===== config.mk =====
export PLATFORM = sky130hd
export DESIGN_NAME = windowed_period_statistics
export DESIGN_NICKNAME = d
export VERILOG_FILES = /design/src/sv/wps_pkg.sv /design/src/sv/wps_front.sv /design/src/sv/wps_div.sv /design/src/sv/wps_back.sv /design/src/sv/windowed_period_statistics.sv
export VERILOG_INCLUDE_DIRS = /design/src /design/src/sv
export SDC_FILE = /design/constraint.sdc
export NUM_CORES = 2
export LEC_CHECK = 0
export ABC_AREA = 1
export BUFFER_PORTS_ARGS = -buffer_cell sky130_fd_sc_hd__buf_2
export CORE_MARGIN = 3
export CORE_UTILIZATION = 57
export DETAILED_ROUTE_END_ITERATION = 8
export HOLD_SLACK_MARGIN = 0.15
export PLACE_DENSITY_LB_ADDON = 0.2
export SLEW_MARGIN = 30
export SYNTH_ARGS = -nofsm -noshare
export SYNTH_HDL_FRONTEND = slang
export SYNTH_SLANG_ARGS = --single-unit
export TNS_END_PERCENT = 20

===== constraint.sdc =====
create_clock -name i_clk -period 9.2 [get_ports i_clk]
set_input_delay 0.92 -clock i_clk [delete_from_list [all_inputs] [get_ports i_clk]]
set_output_delay 0.92 -clock i_clk [all_outputs]
set_load 0.01 [all_outputs]

===== src/sv/windowed_period_statistics_macros.svh =====
// Assertion macros shared by the statistics block
`ifndef WINDOWED_PERIOD_STATISTICS_MACROS_SVH
`define WINDOWED_PERIOD_STATISTICS_MACROS_SVH
`ifndef ASSERT_OFF
`define WPS_ASSERT(lbl, clk, rstn, prop) \
    lbl: assert property (@(posedge clk) disable iff (!rstn) prop) \
        else $error("assertion failed");
`define WPS_NEVER(lbl, clk, rstn, cond) \
    lbl: assert property (@(posedge clk) disable iff (!rstn) !(cond)) \
        else $error("forbidden condition seen");
`else
`define WPS_ASSERT(lbl, clk, rstn, prop)
`define WPS_NEVER(lbl, clk, rstn, cond)
`endif
`endif


===== src/sv/wps_pkg.sv =====
package wps_pkg;

    localparam int NUM_CHANNELS = 8;
    localparam int CH_W         = (NUM_CHANNELS > 1) ? $clog2(NUM_CHANNELS) : 1;
    localparam int DATA_W       = 32;
    localparam int WIN_W        = 16;
    localparam int FQ_DEPTH     = 2;
    localparam logic [DATA_W-1:0] ALL_ONES = {DATA_W{1'b1}};

    localparam logic [1:0] MODE_IN  = 2'd0;
    localparam logic [1:0] MODE_OUT = 2'd1;

    typedef struct packed {
        logic [1:0]  mode;
        logic [2:0]  channel;
        logic [31:0] timestamp;
    } t_in;

    typedef struct packed {
        logic [31:0] avg_period;
        logic [31:0] min_period;
        logic [31:0] max_period;
        logic [31:0] run_time;
        logic        window_done;
    } t_out;

    typedef enum logic [1:0] {
        OP_CHECK_IN,
        OP_CHECK_OUT,
        OP_READ
    } t_op;

    // classified command passed from front to back
    typedef struct packed {
        t_op         op;
        logic        bad_ch;
        logic [2:0]  chan;
        logic [31:0] stamp;
    } t_cmd;

    typedef enum logic {
        S_IDLE,
        S_DIV
    } t_state;

    typedef struct packed {
        logic start;
        logic done;
    } t_div_ctl;

endpackage


===== src/sv/wps_front.sv =====
module wps_front
    import wps_pkg::*;
(
    input  logic i_clk,
    input  logic i_rst_n,
    input  logic push,
    input  t_in  i_item,
    output logic full,
    output logic o_cmd_valid,
    output t_cmd o_cmd,
    input  logic i_cmd_take
);

    localparam int PTR_W = (FQ_DEPTH > 1) ? $clog2(FQ_DEPTH) : 1;
    localparam int CNT_W = $clog2(FQ_DEPTH + 1);

    t_cmd              r_q [FQ_DEPTH];
    logic [PTR_W-1:0]  r_wr;
    logic [PTR_W-1:0]  r_rd;
    logic [CNT_W-1:0]  r_cnt;
    t_cmd              cls;
    logic              wr_en;
    logic              rd_en;

    // classify the incoming item
    always_comb begin
        cls.stamp  = i_item.timestamp;
        cls.chan   = i_item.channel;
        cls.bad_ch = ({29'd0, i_item.channel} >= NUM_CHANNELS);
        case (i_item.mode)
            MODE_IN:  cls.op = OP_CHECK_IN;
            MODE_OUT: cls.op = OP_CHECK_OUT;
            default:  cls.op = OP_READ;
        endcase
    end

    assign full        = (r_cnt == CNT_W'(FQ_DEPTH));
    assign wr_en       = push && !full;
    assign o_cmd_valid = (r_cnt != '0);
    assign rd_en       = i_cmd_take && o_cmd_valid;
    assign o_cmd       = r_q[r_rd];

    // command queue storage
    always_ff @(posedge i_clk) begin
        if (wr_en) begin
            r_q[r_wr] <= cls;
        end
    end

    // queue pointers and fill count
    always_ff @(posedge i_clk) begin
        if (!i_rst_n) begin
            r_wr  <= '0;
            r_rd  <= '0;
            r_cnt <= '0;
        end else begin
            if (wr_en) begin
                r_wr <= (r_wr == PTR_W'(FQ_DEPTH - 1)) ? '0 : r_wr + 1'b1;
            end
            if (rd_en) begin
                r_rd <= (r_rd == PTR_W'(FQ_DEPTH - 1)) ? '0 : r_rd + 1'b1;
            end
            if (wr_en && !rd_en) begin
                r_cnt <= r_cnt + 1'b1;
            end else if (rd_en && !wr_en) begin
                r_cnt <= r_cnt - 1'b1;
            end
        end
    end

endmodule


===== src/sv/wps_div.sv =====
module wps_div
    import wps_pkg::*;
(
    input  logic              i_clk,
    input  logic              i_rst_n,
    input  logic              i_start,
    input  logic [DATA_W-1:0] i_dividend,
    input  logic [DATA_W-1:0] i_divisor,
    output logic              o_done,
    output logic [DATA_W-1:0] o_quot
);

    localparam int STEP_W = $clog2(DATA_W);

    logic [DATA_W:0]   r_rem;
    logic [DATA_W-1:0] r_quo;
    logic [DATA_W-1:0] r_dvs;
    logic [STEP_W-1:0] r_step;
    logic              r_busy;
    logic              r_done;
    logic [DATA_W:0]   rem_sh;
    logic [DATA_W:0]   rem_sub;
    logic              fits;

    // one quotient bit per cycle, restoring
    assign rem_sh  = {r_rem[DATA_W-1:0], r_quo[DATA_W-1]};
    assign rem_sub = rem_sh - {1'b0, r_dvs};
    assign fits    = (rem_sh >= {1'b0, r_dvs});

    always_ff @(posedge i_clk) begin
        if (i_start) begin
            r_rem <= '0;
            r_quo <= i_dividend;
            r_dvs <= i_divisor;
        end else if (r_busy) begin
            r_rem <= fits ? rem_sub : rem_sh;
            r_quo <= {r_quo[DATA_W-2:0], fits};
        end
    end

    always_ff @(posedge i_clk) begin
        if (!i_rst_n) begin
            r_busy <= 1'b0;
            r_done <= 1'b0;
            r_step <= '0;
        end else begin
            r_done <= 1'b0;
            if (i_start) begin
                r_busy <= 1'b1;
                r_step <= '0;
            end else if (r_busy) begin
                r_step <= r_step + 1'b1;
                if (r_step == STEP_W'(DATA_W - 1)) begin
                    r_busy <= 1'b0;
                    r_done <= 1'b1;
                end
            end
        end
    end

    assign o_done = r_done;
    // a zero divisor yields zero
    assign o_quot = (r_dvs == '0) ? '0 : r_quo;

endmodule


===== src/sv/wps_back.sv =====
`include "windowed_period_statistics_macros.svh"
module wps_back
    import wps_pkg::*;
(
    input  logic             i_clk,
    input  logic             i_rst_n,
    input  logic [WIN_W-1:0] i_window,
    input  logic             i_cmd_valid,
    input  t_cmd             i_cmd,
    output logic             o_cmd_take,
    output logic             empty,
    output t_out             o_result,
    input  logic             pop
);

    logic [DATA_W-1:0] r_entry [NUM_CHANNELS];
    logic [DATA_W-1:0] r_min   [NUM_CHANNELS];
    logic [DATA_W-1:0] r_max   [NUM_CHANNELS];
    logic [DATA_W-1:0] r_sum   [NUM_CHANNELS];
    logic [DATA_W-1:0] r_count [NUM_CHANNELS];
    logic [DATA_W-1:0] r_total [NUM_CHANNELS];
    logic [DATA_W-1:0] r_havg  [NUM_CHANNELS];
    logic [DATA_W-1:0] r_hmin  [NUM_CHANNELS];
    logic [DATA_W-1:0] r_hmax  [NUM_CHANNELS];

    t_state            r_state;
    t_state            n_state;
    logic [CH_W-1:0]   r_ch;
    logic              r_out_valid;
    t_out              r_out;
    t_div_ctl          div_ctl;
    logic              div_done;
    logic [DATA_W-1:0] quot;

    logic [CH_W-1:0]   ch;
    logic              slot_free;
    logic              go;
    logic              is_out;
    logic [DATA_W-1:0] period;
    logic [DATA_W-1:0] min_new;
    logic [DATA_W-1:0] max_new;
    logic [DATA_W-1:0] sum_new;
    logic [DATA_W-1:0] cnt_new;
    logic [DATA_W-1:0] total_new;
    logic              latch;

    // per-event arithmetic on the addressed channel
    assign ch        = i_cmd.chan[CH_W-1:0];
    assign is_out    = (i_cmd.op == OP_CHECK_OUT) && !i_cmd.bad_ch;
    assign period    = i_cmd.stamp - r_entry[ch];
    assign min_new   = (period < r_min[ch]) ? period : r_min[ch];
    assign max_new   = (period > r_max[ch]) ? period : r_max[ch];
    assign sum_new   = r_sum[ch] + period;
    assign cnt_new   = r_count[ch] + 1'b1;
    assign total_new = r_total[ch] + period;
    assign latch     = is_out && (i_window != '0)
                       && (cnt_new >= {{(DATA_W-WIN_W){1'b0}}, i_window});
    assign slot_free = !r_out_valid || pop;

    // next state
    always_comb begin
        n_state = r_state;
        case (r_state)
            S_IDLE:  if (i_cmd_valid && slot_free && latch) n_state = S_DIV;
            S_DIV:   if (div_ctl.done) n_state = S_IDLE;
            default: n_state = S_IDLE;
        endcase
    end

    // state outputs
    always_comb begin
        go            = 1'b0;
        div_ctl.start = 1'b0;
        div_ctl.done  = div_done;
        case (r_state)
            S_IDLE: begin
                go            = i_cmd_valid && slot_free;
                div_ctl.start = i_cmd_valid && slot_free && latch;
            end
            default: begin
                go            = 1'b0;
                div_ctl.start = 1'b0;
            end
        endcase
    end

    assign o_cmd_take = go;

    wps_div u_div (
        .i_clk      (i_clk),
        .i_rst_n    (i_rst_n),
        .i_start    (div_ctl.start),
        .i_dividend (sum_new),
        .i_divisor  (cnt_new),
        .o_done     (div_done),
        .o_quot     (quot)
    );

    always_ff @(posedge i_clk) begin
        if (!i_rst_n) begin
            r_state <= S_IDLE;
        end else begin
            r_state <= n_state;
        end
    end

    // channel statistics
    always_ff @(posedge i_clk) begin
        if (!i_rst_n) begin
            for (int i = 0; i < NUM_CHANNELS; i++) begin
                r_entry[i] <= '0;
                r_min[i]   <= ALL_ONES;
                r_max[i]   <= '0;
                r_sum[i]   <= '0;
                r_count[i] <= '0;
                r_total[i] <= '0;
                r_havg[i]  <= '0;
                r_hmin[i]  <= '0;
                r_hmax[i]  <= '0;
            end
        end else begin
            if (go && !i_cmd.bad_ch && i_cmd.op == OP_CHECK_IN) begin
                r_entry[ch] <= i_cmd.stamp;
            end
            if (go && is_out) begin
                r_total[ch] <= total_new;
                if (latch) begin
                    r_hmin[ch]  <= min_new;
                    r_hmax[ch]  <= max_new;
                    r_min[ch]   <= ALL_ONES;
                    r_max[ch]   <= '0;
                    r_sum[ch]   <= '0;
                    r_count[ch] <= '0;
                end else begin
                    r_min[ch]   <= min_new;
                    r_max[ch]   <= max_new;
                    r_sum[ch]   <= sum_new;
                    r_count[ch] <= cnt_new;
                end
            end
            if (r_state == S_DIV && div_ctl.done) begin
                r_havg[r_ch] <= quot;
            end
        end
    end

    // channel under division
    always_ff @(posedge i_clk) begin
        if (div_ctl.start) begin
            r_ch <= ch;
        end
    end

    // result register
    always_ff @(posedge i_clk) begin
        if (go && !latch) begin
            if (i_cmd.bad_ch) begin
                r_out <= '0;
            end else begin
                r_out.avg_period  <= r_havg[ch];
                r_out.min_period  <= r_hmin[ch];
                r_out.max_period  <= r_hmax[ch];
                r_out.run_time    <= is_out ? total_new : r_total[ch];
                r_out.window_done <= 1'b0;
            end
        end else if (r_state == S_DIV && div_ctl.done) begin
            r_out.avg_period  <= quot;
            r_out.min_period  <= r_hmin[r_ch];
            r_out.max_period  <= r_hmax[r_ch];
            r_out.run_time    <= r_total[r_ch];
            r_out.window_done <= 1'b1;
        end
    end

    always_ff @(posedge i_clk) begin
        if (!i_rst_n) begin
            r_out_valid <= 1'b0;
        end else if ((go && !latch) || (r_state == S_DIV && div_ctl.done)) begin
            r_out_valid <= 1'b1;
        end else if (pop) begin
            r_out_valid <= 1'b0;
        end
    end

    assign empty    = !r_out_valid;
    assign o_result = r_out;

    // no result is waiting while a window average is being divided
    `WPS_NEVER(a_no_out_in_div, i_clk, i_rst_n, r_state == S_DIV && r_out_valid)
    // a closed window is only reported right after the divider finishes
    `WPS_ASSERT(a_done_after_div, i_clk, i_rst_n, $rose(r_out_valid) && r_out.window_done |-> $past(r_state) == S_DIV)
    // no command is taken while dividing
    `WPS_NEVER(a_no_take_in_div, i_clk, i_rst_n, r_state == S_DIV && o_cmd_take)

endmodule


===== src/sv/windowed_period_statistics.sv =====
// Path: an item is registered in the command queue, then in the result register
// for check-in, read and non-closing check-outs, else after the divider.
// Throughput: one item per cycle while no window closes and results are popped;
// closing check-outs hold the back end (start, 32-step bit-serial divide, write-back).
// Reset: synchronous active-low; clears queues, window register (0) and all
// per-channel statistics (running minimum to all ones, the rest to zero).
module windowed_period_statistics
    import wps_pkg::*;
(
    input  logic              i_clk,
    input  logic              i_rst_n,
    input  logic              push,
    input  t_in               i_item,
    output logic              full,
    output logic              empty,
    input  logic              pop,
    output t_out              o_result,
    input  logic              i_cfg_valid,
    output logic              o_cfg_ready,
    input  logic [WIN_W-1:0]  i_cfg_data
);

    logic [WIN_W-1:0] r_window;
    logic             cmd_valid;
    t_cmd             cmd;
    logic             cmd_take;

    assign o_cfg_ready = 1'b1;

    // window size register
    always_ff @(posedge i_clk) begin
        if (!i_rst_n) begin
            r_window <= '0;
        end else if (i_cfg_valid) begin
            r_window <= i_cfg_data;
        end
    end

    wps_front u_front (
        .i_clk       (i_clk),
        .i_rst_n     (i_rst_n),
        .push        (push),
        .i_item      (i_item),
        .full        (full),
        .o_cmd_valid (cmd_valid),
        .o_cmd       (cmd),
        .i_cmd_take  (cmd_take)
    );

    wps_back u_back (
        .i_clk       (i_clk),
        .i_rst_n     (i_rst_n),
        .i_window    (r_window),
        .i_cmd_valid (cmd_valid),
        .i_cmd       (cmd),
        .o_cmd_take  (cmd_take),
        .empty       (empty),
        .o_result    (o_result),
        .pop         (pop)
    );

endmodule

# After elaboration in Yosys (flattened, before gate mapping)

Memory sizes are Yosys's and may differ from the RTL's. A register that Yosys moved wholly into a read port is not among the register bits.
Cells that the tools add are included.

Latch bits: 0
RAM bits: 2,378
Output and inout bits: 132
Memory bits (read-only): 0
Memories: 10
Register bits: 257
Bits of input ports: 58

Memory list:

| memory          | words | bits a word | rd ports | clocked after Yosys merged registers in | write ports | RTL line       | RTL |
|---|---|---|---|---|---|---|---|
| u_back.r_count  | 8     | 32          | 1        | 0                                       | 8           | wps_back.sv:20 | `logic [DATA_W-1:0] r_count [NUM_CHANNELS];` |
| u_back.r_entry  | 8     | 32          | 1        | 0                                       | 8           | wps_back.sv:16 | `logic [DATA_W-1:0] r_entry [NUM_CHANNELS];` |
| u_back.r_havg   | 8     | 32          | 1        | 0                                       | 8           | wps_back.sv:22 | `logic [DATA_W-1:0] r_havg [NUM_CHANNELS];` |
| u_back.r_hmax   | 8     | 32          | 2        | 1                                       | 8           | wps_back.sv:24 | `logic [DATA_W-1:0] r_hmax [NUM_CHANNELS];` |
| u_back.r_hmin   | 8     | 32          | 2        | 1                                       | 8           | wps_back.sv:23 | `logic [DATA_W-1:0] r_hmin [NUM_CHANNELS];` |
| u_back.r_max    | 8     | 32          | 1        | 0                                       | 8           | wps_back.sv:18 | `logic [DATA_W-1:0] r_max [NUM_CHANNELS];` |
| 4 more memories | --    | --          | --       | --                                      | --          | --             |  |

Equality and inequality tests: 4
$lt $le $gt $ge: 4
Div/mod/pow operators: 0
Shifts and indexed selects: 0
Reduce and logical (&&, ||, !) cells: 42
$mul: 0
Bitwise logic cells: 7
$add $sub $neg: 10
Multiplexer cells: 82

Operators by type and width:

| cell                    | number |
|---|---|
| $mux W32                | 20 |
| $mux W129               | 3 |
| $reduce_or A32 Y1       | 9 |
| $add A32 B32 Y32        | 2 |
| $sub A32 B32 Y32        | 2 |
| $mux W1                 | 43 |
| $mux W3                 | 12 |
| $ge A33 B32 Y1          | 1 |
| $add A32 B1 Y32 const B | 1 |
| $ge A32 B16 Y1          | 1 |
| $gt A32 B32 Y1          | 1 |
| $logic_not A32 Y1       | 1 |
| $lt A32 B32 Y1          | 1 |
| $reduce_bool A16 Y1     | 1 |
| $logic_and A1 B1 Y1     | 14 |
| $reduce_bool A2 Y1      | 5 |
| $add A5 B1 Y5 const B   | 1 |
| $eq A5 B5 Y1 const B    | 1 |
| $logic_not A1 Y1        | 5 |
| $eq A2 B1 Y1 const B    | 2 |
| $logic_not A2 Y1        | 2 |
| $mux W2                 | 2 |
| $or A1 B1 Y1            | 4 |
| $pmux W2 S2             | 1 |
| other kinds (10)        | 14 |

# Depth between registers and ports, before layout

Depth in word-level cells: 11
Mapped depth: 47
Depth with buffers taken out: 39

# Cells and area by module

Synthesis repeated with hierarchy kept, for this count alone.

Cells, all modules: 12,801
Area, all modules: 127,928.9 µm²

By module, submodules not included:

| module                     | times used | seq. area each (µm²) | area each (µm²) | cells each |
|---|---|---|---|---|
| wps_back                   | 1          | 73,250.3             | 117,234.9       | 11,532 |
| wps_div                    | 1          | 2,702.6              | 6,917.9         | 1,009 |
| wps_front                  | 1          | 2,322.2              | 3,090.5         | 157 |
| windowed_period_statistics | 1          | 320.3                | 685.7           | 103 |

# Worst setup path after synthesis

OpenSTA, ideal clock, no wires.

Path kind: reg2reg
Start: register (tool-made name)
End: memory u_back.r_hmax[3][0] (enable)
Setup time: 0.574 ns
Period minus slack after synthesis: 8.613 ns
Stages on the path, launching flop included: 31
Arrival: 8.038 ns
Slack: 0.587 ns
Path through: dfxtp_1 > buf_4 > inv_4 > nand2_2 > nand2_1 > buf_6 > buf_2 > nor2_1 > o21ai_1 > nand2_1 > nand2_1 > nand2_2 > inv_2 > ha_1 > nand3_1 > nor3_1 > xor2_1 > ha_1 > nand2_1 > a21oi_1 > o21ai_0 > inv_1 > nor2_1 > o21ai_0 > nor2_1 > nand2_1 > nor2_1 > nand2_2 > nand3_2 > clkbuf_1 > o21ai_0

RTL lines:

| element          | RTL line |
|---|---|
| end: declaration | wps_back.sv:24 |

==> results.yml <==
status:
  status: "finished with violations"
  violations: "design-rule violations"
floorplanning:
  die_width_um: 479
  chipHeight_um: 479
  start_util: 0.576
  ios: 190
  core_um2: 221000
  dieArea_um2: 229000
  std_cell_rows: 172
synth:
  syn_area_um2: 127000
  netlist_instances: 12700
  yosysWarnings: 0
  synth_edf_count: 2574
  synth_nets: 13000
  synthArstFlopShare: 0
  synth_seq_cells: 2639
  ys_types: 65
  syn-mean-instance-area_um2: 10.0
  seq_area_frac_synth: 0.618
  synth_flop_cell: "edfxtp_1"
clocking:
  tritoncts: "yes"
  cts_buffers: 294
  cts_setup_buffers: 0
  cts-root-buf: "clkbuf_16"
  cts_buffer_depth: 4
  cts_sinks: 2639
  ctsResizeCount: 0
  clk_pin_slew_ns: 0.06
  holdBufCountCts: 35
  cts-htree-levels: 5
  clock_latency_ns: 0.95
place:
  port_buffers: 188
  gp_congestion: 1.03
  place.detailed.hpwl_um: 244000
flow_run:
  cap_violations: 0
timing:
  relSlewSlack: 0.282
  fin_tns_setup_ns: 0
  worst_slew_pin_slew_ns: 1.08
  fmax_mhz: 117
  fin_crit_sh: 0.930
  hold_violations: 0
  finalCriticalPeriod_ns: 8.56
  setup_viol: 0
  fin_worst_skew_ns: 0.0489
  rsz0062_at_grt: "no"
  report.final.slew_viol_count: 0
grt:
  grt_use_total: 0.364
  grt_first_pass_wirelength_um: 628000
  first_global_vias: 99400
  antenna_found_initial: 16
  grt_overflow: 0
  grt_max_degree: 185
routing:
  remaining_drc_errors: 2
  firstDrtPassIters: 9
  via_per_inst: 6.49
  wl_um: 428000
  num_vias: 102000
  wl_per_cell_um: 27.1
  ant_nets: 0
  drtIter0Drc: 15700
finish:
  nets: 12900
  final_layout_size_suffix_gt1_frac: 0.0787
  syn2layout_area_growth_pct: 10.5
  multi_input_area_um2: 42000
  regArea_um2: 78600
  fillCellCount: 17400
worst_hold_path:
  hold_path_class: "in2reg"
setup_path:
  crit_slowest_cell: "nor3_1"
  crit_path_start_kind: "register"
  critPathMaxStageDelay_ns: 0.80
  crit_path_max_fanout: 60
  path_delay_family: "simple AND/OR/NAND/NOR gates"
  cp_num_buf_inv: 5
  crit_path_end_kind: "register"
  path_class: "reg2reg"
  cp.required_ns: 9.75
  worstPathArrival_ns: 9.11
## cell usage after synthesis (47+ instances only)
library cell / instances / area share
buf_1: 83 / 0.0024
a221oi_1: 126 / 0.0087
o21ai_0: 652 / 0.026
inv_1: 835 / 0.025
nand3_1: 466 / 0.018
nand4_1: 314 / 0.015
xor2_1: 75 / 0.0052
edfxtp_1: 2574 / 0.61
a22oi_1: 508 / 0.030
nor3_1: 544 / 0.021
buf_2: 173 / 0.0068
ha_1: 208 / 0.020
clkbuf_1: 616 / 0.018
a22o_1: 47 / 0.0032
nand2_1: 2306 / 0.068
dfxtp_1: 65 / 0.010
or2_2: 50 / 0.0025
a21oi_1: 362 / 0.014
o22ai_1: 234 / 0.012
nor2_1: 2017 / 0.059
## logic make-up after synthesis
family / after synthesis / synth area share
compound gates: 2132 / 0.105
flops: 2639 / 0.618
xor+xnor: 120 / 0.00826
other cells: 1 / 0.0000295
buf+inv: 1784 / 0.0553
fa+ha+maj: 212 / 0.0211
mux: 2 / 0.000157
simple gates: 5825 / 0.192
## metal layers
| metal | vias up | track usage | wire [um] |
|---|---|---|---|
| met5 | - | 0.000414 | 66 |
| met1 | 48800 | 0.484 | 155000 |
| met3 | 1329 | 0.0823 | 56400 |
| met2 | 7705 | 0.567 | 193000 |
| met4 | 10 | 0.183 | 23200 |
| li1 | 44600 | - | - |
## cells in the final DEF (no fill, tap or decap), drive strengths merged, types with 12 or more instances in the layout
cell type	instances
bufinv	15
or2	50
nor3	544
nor2	2020
ha	208
o211ai	17
a22o	47
o22ai	234
a22oi	508
xnor2	45
or4	22
edfxtp	2574
nand3	468
a21oi	362
inv	860
a221oi	126
nand2	2345
clkbuf	375
o21ai	694
nand4	314
a31oi	18
nor4	16
a32o	38
a21o	14
nand3b	35
o21bai	12
dfxtp	65
xor2	75
dlygate4sd3	35
clkinv	129
a21boi	12
buf	463
## sequential cells by signal (all words and copies together), names as in the netlist, 5 cells and up, named ones only
register,flops
u_back.o_result,129
u_back.u_div.r_rem,32
u_back.r_sum,256
u_back.r_havg,256
u_back.r_total,256
u_back.r_count,256
u_back.u_div.r_dvs,32
u_back.r_max,256
u_back.u_div.r_step,5
r_window,16
u_back.r_entry,256
u_back.r_hmax,256
u_back.r_min,256
u_back.u_div.r_quo,32
u_front.r_q,74
u_back.r_hmin,256
## path summary, 6_finish.rpt
check / start / endpoint / slack (ns) / cells after the start
worst max register to register: register / u_back.r_hmax[3][13]$_SDFFCE_PN0P_ / 0.64 / 27
worst min-delay path: i_item[29] / u_front.r_q[0][29]$_DFFE_PP_ / 0.20 / 1
worst max-delay path: register / u_back.r_hmax[3][13]$_SDFFCE_PN0P_ / 0.64 / 27
worst min register to register: u_front.r_rd$_SDFFE_PN0P_ / register / 0.44 / 1
## metrics by stage
stage / worst slack (ns) / hold WS (ns) / utilization / cell area (um^2) / std cells
floorplan: 0.587 / 0.426 / - / 127000 / 12700
global placement: 0.959 / 0.438 / 0.595 / 131000 / 15200
detailed placement: 0.986 / 0.434 / 0.595 / 131000 / 15200
CTS: 0.873 / 0.153 / 0.636 / 141000 / 15800
global route: 0.486 / 0.174 / 0.637 / 141000 / 15800
finish: 0.641 / 0.202 / 0.637 / 141000 / 15800
## cell type report
type	count	area share
Multi-Input combinational cell	8292	0.299
Timing Repair Buffer	498	0.0285
Inverter	886	0.0243
Sequential cell	2639	0.559
Antenna cell	7	0.000125
Clock buffer	375	0.0557
Tap cell	2958	0.0263
Clock inverter	124	0.00705
Power is not shown: default switching activity piles up to over one toggle a cycle in this logic, so the estimate is an artifact.
